File: src/rtl/core/lswc_pkg.sv
// Package for the late supplier wait counter.
// Holds the word types of the item, result and configuration channels and the codes.
// No dependencies.
`default_nettype none

package lswc_pkg;

    localparam int KEY_BITS    = 14;
    localparam int NATION_BITS = 8;
    localparam int DATE_BITS   = 16;
    localparam int LATE_BITS   = 8;
    localparam int WAIT_BITS   = 32;
    localparam int CFG_IDX_BITS = 2;
    localparam int CFG_DATA_BITS = 16;

    localparam logic [1:0] FUNC_SUPPLIER = 2'd0;
    localparam logic [1:0] FUNC_LINE     = 2'd1;
    localparam logic [1:0] FUNC_READ     = 2'd2;

    localparam logic [CFG_IDX_BITS-1:0] CFG_TARGET_NATION = 2'd0;
    localparam logic [CFG_IDX_BITS-1:0] CFG_MAX_SUPP_KEY  = 2'd1;

    localparam logic [KEY_BITS-1:0]  MAX_KEY_RESET = '1;
    localparam logic [LATE_BITS-1:0] LATE_MAX      = '1;

    typedef struct packed {
        logic [1:0]             func;
        logic [KEY_BITS-1:0]    supp_key;
        logic [NATION_BITS-1:0] nation_key;
        logic [DATE_BITS-1:0]   commit_date;
        logic [DATE_BITS-1:0]   receipt_date;
        logic                   order_final;
        logic                   last_line;
    } t_in_word;

    typedef struct packed {
        logic                 order_done;
        logic                 order_counted;
        logic [KEY_BITS-1:0]  late_supplier;
        logic [LATE_BITS-1:0] added_lines;
        logic [WAIT_BITS-1:0] wait_count;
        logic                 supplier_listed;
    } t_out_word;

    typedef struct packed {
        logic [CFG_IDX_BITS-1:0]  index;
        logic [CFG_DATA_BITS-1:0] data;
    } t_cfg_word;

    typedef struct packed {
        logic                 close;
        logic                 cand;
        logic [KEY_BITS-1:0]  late_key;
        logic [LATE_BITS-1:0] late_lines;
    } t_order_close;

endpackage

`default_nettype wire

File: src/rtl/core/lswc_order.sv
// Per-order tracker: suppliers, late supplier and line counts of the open order.
// Depends on lswc_pkg.
`default_nettype none

module lswc_order #(
    parameter int SUPP_KEYS = 16384
) (
    input  wire logic                          i_clk,
    input  wire logic                          i_rst_n,
    input  wire logic                          i_en,
    input  wire logic [lswc_pkg::KEY_BITS-1:0] i_key,
    input  wire logic [lswc_pkg::KEY_BITS-1:0] i_max_key,
    input  wire logic [lswc_pkg::DATE_BITS-1:0] i_commit,
    input  wire logic [lswc_pkg::DATE_BITS-1:0] i_receipt,
    input  wire logic                          i_final,
    input  wire logic                          i_last,
    output lswc_pkg::t_order_close             o_close
);
    import lswc_pkg::*;

    localparam int AW = (SUPP_KEYS > 1) ? $clog2(SUPP_KEYS) : 1;
    localparam int KW = ((AW > KEY_BITS) ? AW : KEY_BITS) + 1;

    logic                 r_first_valid, n_first_valid;
    logic [KEY_BITS-1:0]  r_first_key, n_first_key;
    logic                 r_several, n_several;
    logic                 r_late_valid, n_late_valid;
    logic [KEY_BITS-1:0]  r_late_key, n_late_key;
    logic [LATE_BITS-1:0] r_late_lines, n_late_lines;
    logic                 r_several_late, n_several_late;
    logic [1:0]           r_lines, n_lines;

    logic                 u_first_valid;
    logic [KEY_BITS-1:0]  u_first_key;
    logic                 u_several;
    logic                 u_late_valid;
    logic [KEY_BITS-1:0]  u_late_key;
    logic [LATE_BITS-1:0] u_late_lines;
    logic                 u_several_late;
    logic [1:0]           u_lines;
    logic                 late_in_table;

    always_comb begin
        u_first_valid  = r_first_valid;
        u_first_key    = r_first_key;
        u_several      = r_several;
        u_late_valid   = r_late_valid;
        u_late_key     = r_late_key;
        u_late_lines   = r_late_lines;
        u_several_late = r_several_late;
        u_lines        = (r_lines == 2'd2) ? r_lines : r_lines + 2'd1;
        if (i_key <= i_max_key && !r_several_late) begin
            if (!r_first_valid) begin
                u_first_valid = 1'b1;
                u_first_key   = i_key;
            end else if (i_key != r_first_key) begin
                u_several = 1'b1;
            end
            if (i_receipt > i_commit) begin
                if (!r_late_valid || r_late_key == i_key) begin
                    u_late_valid = 1'b1;
                    u_late_key   = i_key;
                    if (r_late_lines != LATE_MAX) begin
                        u_late_lines = r_late_lines + 1'b1;
                    end
                end else begin
                    u_several_late = 1'b1;
                end
            end
        end
        late_in_table = KW'(u_late_key) < KW'(SUPP_KEYS);

        o_close.close      = i_last;
        o_close.cand       = i_final && u_lines == 2'd2 && u_several && u_late_valid
                             && !u_several_late && late_in_table;
        o_close.late_key   = u_late_key;
        o_close.late_lines = u_late_lines;

        n_first_valid  = r_first_valid;
        n_first_key    = r_first_key;
        n_several      = r_several;
        n_late_valid   = r_late_valid;
        n_late_key     = r_late_key;
        n_late_lines   = r_late_lines;
        n_several_late = r_several_late;
        n_lines        = r_lines;
        if (i_en) begin
            if (i_last) begin
                n_first_valid  = 1'b0;
                n_first_key    = '0;
                n_several      = 1'b0;
                n_late_valid   = 1'b0;
                n_late_key     = '0;
                n_late_lines   = '0;
                n_several_late = 1'b0;
                n_lines        = 2'd0;
            end else begin
                n_first_valid  = u_first_valid;
                n_first_key    = u_first_key;
                n_several      = u_several;
                n_late_valid   = u_late_valid;
                n_late_key     = u_late_key;
                n_late_lines   = u_late_lines;
                n_several_late = u_several_late;
                n_lines        = u_lines;
            end
        end
    end

    always_ff @(posedge i_clk) begin
        if (!i_rst_n) begin
            r_first_valid  <= 1'b0;
            r_first_key    <= '0;
            r_several      <= 1'b0;
            r_late_valid   <= 1'b0;
            r_late_key     <= '0;
            r_late_lines   <= '0;
            r_several_late <= 1'b0;
            r_lines        <= 2'd0;
        end else begin
            r_first_valid  <= n_first_valid;
            r_first_key    <= n_first_key;
            r_several      <= n_several;
            r_late_valid   <= n_late_valid;
            r_late_key     <= n_late_key;
            r_late_lines   <= n_late_lines;
            r_several_late <= n_several_late;
            r_lines        <= n_lines;
        end
    end

endmodule

`default_nettype wire

File: config.mk
export PLATFORM = sky130hd
export DESIGN_NAME = lswc_order
export DESIGN_NICKNAME = d
export VERILOG_FILES = /design/src/rtl/core/lswc_pkg.sv /design/src/rtl/core/lswc_order.sv
export SDC_FILE = /design/constraint.sdc
export NUM_CORES = 1
export LEC_CHECK = 0
export BUFFER_PORTS_ARGS = -buffer_cell sky130_fd_sc_hd__buf_2
export CAP_MARGIN = 20
export CORE_MARGIN = 2
export CORE_UTILIZATION = 45
export DETAILED_ROUTE_END_ITERATION = 12
export PLACE_DENSITY = 0.71
export REMOVE_ABC_BUFFERS = 1
export SYNTH_ARGS = -nofsm -noshare
export SYNTH_HDL_FRONTEND = slang
export SYNTH_SLANG_ARGS = --single-unit
File: constraint.sdc
create_clock -name i_clk -period 5.8 [get_ports i_clk]
set_input_delay 0.58 -clock i_clk [delete_from_list [all_inputs] [get_ports i_clk]]
set_output_delay 0.58 -clock i_clk [all_outputs]
set_load 0.01 [all_outputs]
# After elaboration in Yosys (flattened, before gate mapping)
# Index checks and enable logic that the tools add are counted.
dict set report totals {
  reg_bits 42
}
dict set report classes {
  n_mux 28
  n_addsub 2
  n_lt_le_gt_ge 2
  n_reduce_logical 12
  n_eq_ne 6
}
# operator n
set ops {}
lappend ops {{2-to-1 mux 14 bit} 7}
lappend ops {{2-to-1 mux 8 bit} 5}
lappend ops {{greater-than comparator 16 bit} 1}
lappend ops {{equality test 14 bit} 1}
lappend ops {{<= comparator 14 bit} 1}
lappend ops {{2-to-1 mux 1 bit} 14}
lappend ops {{inequality test 14 bit} 1}
lappend ops {{adder 8 x 1 -> 8 bit, second input constant} 1}
lappend ops {{inequality test 8 bit, second input constant} 1}
lappend ops {{logical AND 1 bit} 5}
lappend ops {{equality test 2 bit, second input constant} 2}
lappend ops {{2-to-1 mux 2 bit} 2}
lappend ops {{logical NOT 1 bit} 3}
lappend ops {{AND reduction 3 bit} 1}
lappend ops {{adder 2 x 1 -> 2 bit, second input constant} 1}
lappend ops {{inequality test 2 bit, second input constant} 1}
lappend ops {{AND reduction 2 bit} 1}
lappend ops {{nonzero test 2 bit} 1}
lappend ops {{logical OR 1 bit} 1}

# Logic depth before layout (Yosys ltp)
dict set report logic_depth {
  depth_word 7
  ltp_mapped 11
}

# Least setup slack after synthesis
# Ideal clock, no wire load.
dict set report synth_timing {
  kind {input to output}
  from {in i_max_key[13] (netlist bit)}
  to {out o_close[7] (netlist bit)}
  setup_slack_ns 2.542
  required_time_ns 5.220
  cell_stages 10
  arrival_time_ns 2.678
  path_buffers 1
  path_cell_list {inv_1 > ha_1 > nand4_1 > or3_1 > or2_1 > o22ai_4 > nand3_2 > buf_2 > nor2_1 > mux2i_1}
}
# element line_no
set synth_lines {}
lappend synth_lines {{start: declaration} lswc_order.sv:12} ;# input wire logic [lswc_pkg::KEY_BITS-1:0] i_max_key,
lappend synth_lines {{end: declaration} lswc_order.sv:17} ;# output lswc_pkg::t_order_close o_close

==> impl_metrics.py <==
metrics = {
    "yosys": {
        "netlist_area_um2": 3070,
        "ys.flop_type": "dfxtp_1",
        "postSynthAreaPerCell_um2": 8.46,
        "ys_warn_count": 0,
        "synth_edf_count": 0,
        "syn_inst": 363,
        "ys_types": 47,
        "yosys_register_bits": 42,
        "async_flop_share_pct": 0,
        "ys_seq_area_share_pct": 27.4,
    },
    "worst_hold_path": {
        "whs_path_depth": 2,
        "hold_class": "reg2reg",
    },
    "timing": {
        "tns_ps": 0,
        "rsz0062_at_grt": "no",
        "maxSlewViolCount": 0,
        "slew_headroom_pct": 31.4,
        "finalWorstSetupSlack_ps": 1850,
        "setup_viol": 0,
        "tightest_slew_ps": 1020,
        "timing.fmax_mhz": 253,
        "post-route-period-util_pct": 68.0,
        "period_needed_ps": 3950,
        "finClkSkew_ps": 6.17,
        "hold_viol": 0,
    },
    "critical_path": {
        "worstSetupPathType": "in2out",
        "cp-start-kind": "input port",
        "reg2reg_depth": 7,
        "path_max_fanout": 21,
        "r2r_setup_slack_ps": 2600,
        "crit_path_end_kind": "output pin",
        "arrival_ps": 3370,
        "cp.required_ps": 5220,
    },
    "job": {
        "max_cap_violations": 0,
    },
    "floorplan": {
        "start_util_pct": 45.9,
        "dieArea_um2": 7500,
        "fp.dieW_um": 86.6,
        "num_io_pins": 89,
        "die_y_um": 86.6,
        "rows": 30,
        "core-area_um2": 6680,
    },
    "placed_design": {
        "dp_slack_ps": 1750,
        "hpwl_um": 5620,
        "placedCellCount": 518,
        "place.port_buffers": 88,
        "place_congestion": 0.785,
    },
    "final_layout": {
        "stdcell_count": 526,
        "final_cell_mix": "buf_2 (88), dfxtp_1 (42), inv_1 (36)",
        "nNetsFinal": 542,
        "num_antenna_cells": 0,
        "layout-drive-gt1-share_pct": 25.8,
        "syn_to_final_growth_pct": 18.8,
        "fillers": 647,
        "final_common_cell": "buf_2",
    },
    "detailed_routing": {
        "routedWlPerCell_um": 14.0,
        "drt_pre_antenna_iters": 4,
        "finalWirelength_um": 7380,
        "postRouteAntennaNets": 0,
        "drc_errors": 0,
        "drt_iter0_markers": 145,
        "num_vias": 2916,
        "vias_per_cell": 5.54,
    },
    "global_routing": {
        "track_usage_pct": 20.1,
        "grt_pass1_vias": 2695,
        "grt_pass1_wl_um": 12200,
        "overflow": 0,
        "grt_start_max_net_pins": 35,
        "grt_antenna_before_repair": 0,
    },
    "clock_network": {
        "holdBufCountCts": 0,
        "insertion_delay_ps": 290,
        "cts_root_buffer": "clkbuf_8",
        "cts_sinks": 42,
        "cts_buffer_depth": 2,
        "clk_pin_slew_ps": 80,
        "cts_tree": "yes",
        "htree_levels": 2,
        "cts_resized": 0,
        "post_cts_buffers": 0,
        "cts_inserted_buffers": 5,
    },
    "run_status": {
        "status": "finished, final reports clean",
    },
    "power": {
        "power_uw": 678,
        "power_leakage_nw": 1.84,
        "irDropWorstVdd_mv": 0.117,
        "power-per-cell-area_nw_per_um2": 186,
    },
}
==> worst paths after layout <==
check / from / endpoint
max reg2reg: r_late_key[1] / r_late_key[10]
min: r_first_key[10] / r_first_key[10]
max: i_key[13] / o_close[7]
min reg2reg: r_first_key[10] / r_first_key[10]
==> power breakdown <==
| part | switching, mW | total, mW | leakage (nW) | internal (mW) |
|---|---|---|---|---|
| logic | 0.0983 | 0.176 | 1.45 | 0.0777 |
| clock network | 0.103 | 0.199 | 0.0482 | 0.0962 |
| registers | 0.00674 | 0.304 | 0.340 | 0.297 |
==> Yosys cell counts (all sizes together), types with 2 or more instances <==
| library cell | n | share of area (%) |
|---|---|---|
| dfxtp | 42 | 27 |
| o21ai | 7 | 1.1 |
| mux2i | 12 | 3.9 |
| a32o | 3 | 0.98 |
| mux2 | 14 | 5.1 |
| nand2 | 29 | 3.5 |
| and3 | 7 | 1.4 |
| or3 | 5 | 1.0 |
| a31oi | 6 | 1.2 |
| nor2 | 14 | 1.7 |
| o211ai | 3 | 0.73 |
| nor4 | 6 | 1.2 |
| inv | 36 | 4.4 |
| a21o | 2 | 0.49 |
| nor2b | 3 | 0.61 |
| o31a | 2 | 0.57 |
| o22ai | 3 | 1.1 |
| a21oi | 17 | 2.8 |
| or2 | 2 | 0.41 |
| and4 | 3 | 0.86 |
| nand3 | 24 | 4.1 |
| nand4 | 9 | 2.0 |
| xor2 | 27 | 7.7 |
| clkinv | 2 | 0.24 |
| a22o | 14 | 4.0 |
| ha | 32 | 13 |
| nor3 | 6 | 1.1 |
| clkbuf | 10 | 1.2 |
| or4 | 4 | 0.98 |
| xnor2 | 6 | 1.7 |
| buf | 4 | 0.82 |
==> per-layer routing <==
| layer | share of wire [%] | vias up | global-route usage, % |
|---|---|---|---|
| li1 | - | 1467 | - |
| met1 | 45 | 1351 | 25.8 |
| met2 | 47 | 85 | 34.0 |
| met3 | 5.5 | 13 | 3.43 |
| met4 | 2.2 | 0 | 6.82 |
| met5 | 0 | - | 0 |
==> cell families (layout without fill, tap and decap cells) <==
kind of cell	count (synthesis)	after routing	share of synthesized area [%]
adder cells (fa/ha/maj)	32	32	13.0
multiplexers	26	26	9.05
XOR/XNOR	33	33	9.42
AND/OR/NAND/NOR	114	114	19.5
flip-flops	42	42	27.4
buffers and inverters	52	135	6.69
AO/OA/AOI/OAI	64	64	14.9
==> critical path: stages <==
cell     delay (ps)
buf_2           140
ha_1            320
nand4_1         170
or3_1           420
or2_1           280
o22ai_4         280
nand3_2         490
nor2_1          330
mux2i_1         200
buf_2           150
==> cell type report <==
type | count | area (um^2) | share of cell area, %
clock inverter | 1 | 5.00 | 0.137
multi-input combinational | 269 | 2020 | 55.5
sequential | 42 | 841 | 23.1
tap | 80 | 100 | 2.75
inverter | 38 | 143 | 3.91
clock buffer | 7 | 86.3 | 2.37
timing repair buffer | 89 | 448 | 12.3
==> through the flow <==
step           cell area, um^2  hold WS [ps]  util [%]
2_1_floorplan             3010           450         -
3_3_place_gp              3550           456      53.2
3_5_place_dp              3550           464      53.2
4_1_cts                   3650           475      54.6
5_1_grt                   3650           495      54.6
6_report                  3650           474      54.6
==> sequential cells by signal, summed over array words and instances, names as in the netlist <==
| signal | cells |
|---|---|
| r_first_key | 14 |
| r_late_key | 14 |
| r_late_lines | 8 |
| r_lines | 2 |
| r_first_valid | 1 |
| r_late_valid | 1 |
| r_several | 1 |
| r_several_late | 1 |
No activity file was read; power rests on OpenSTA's default activity.
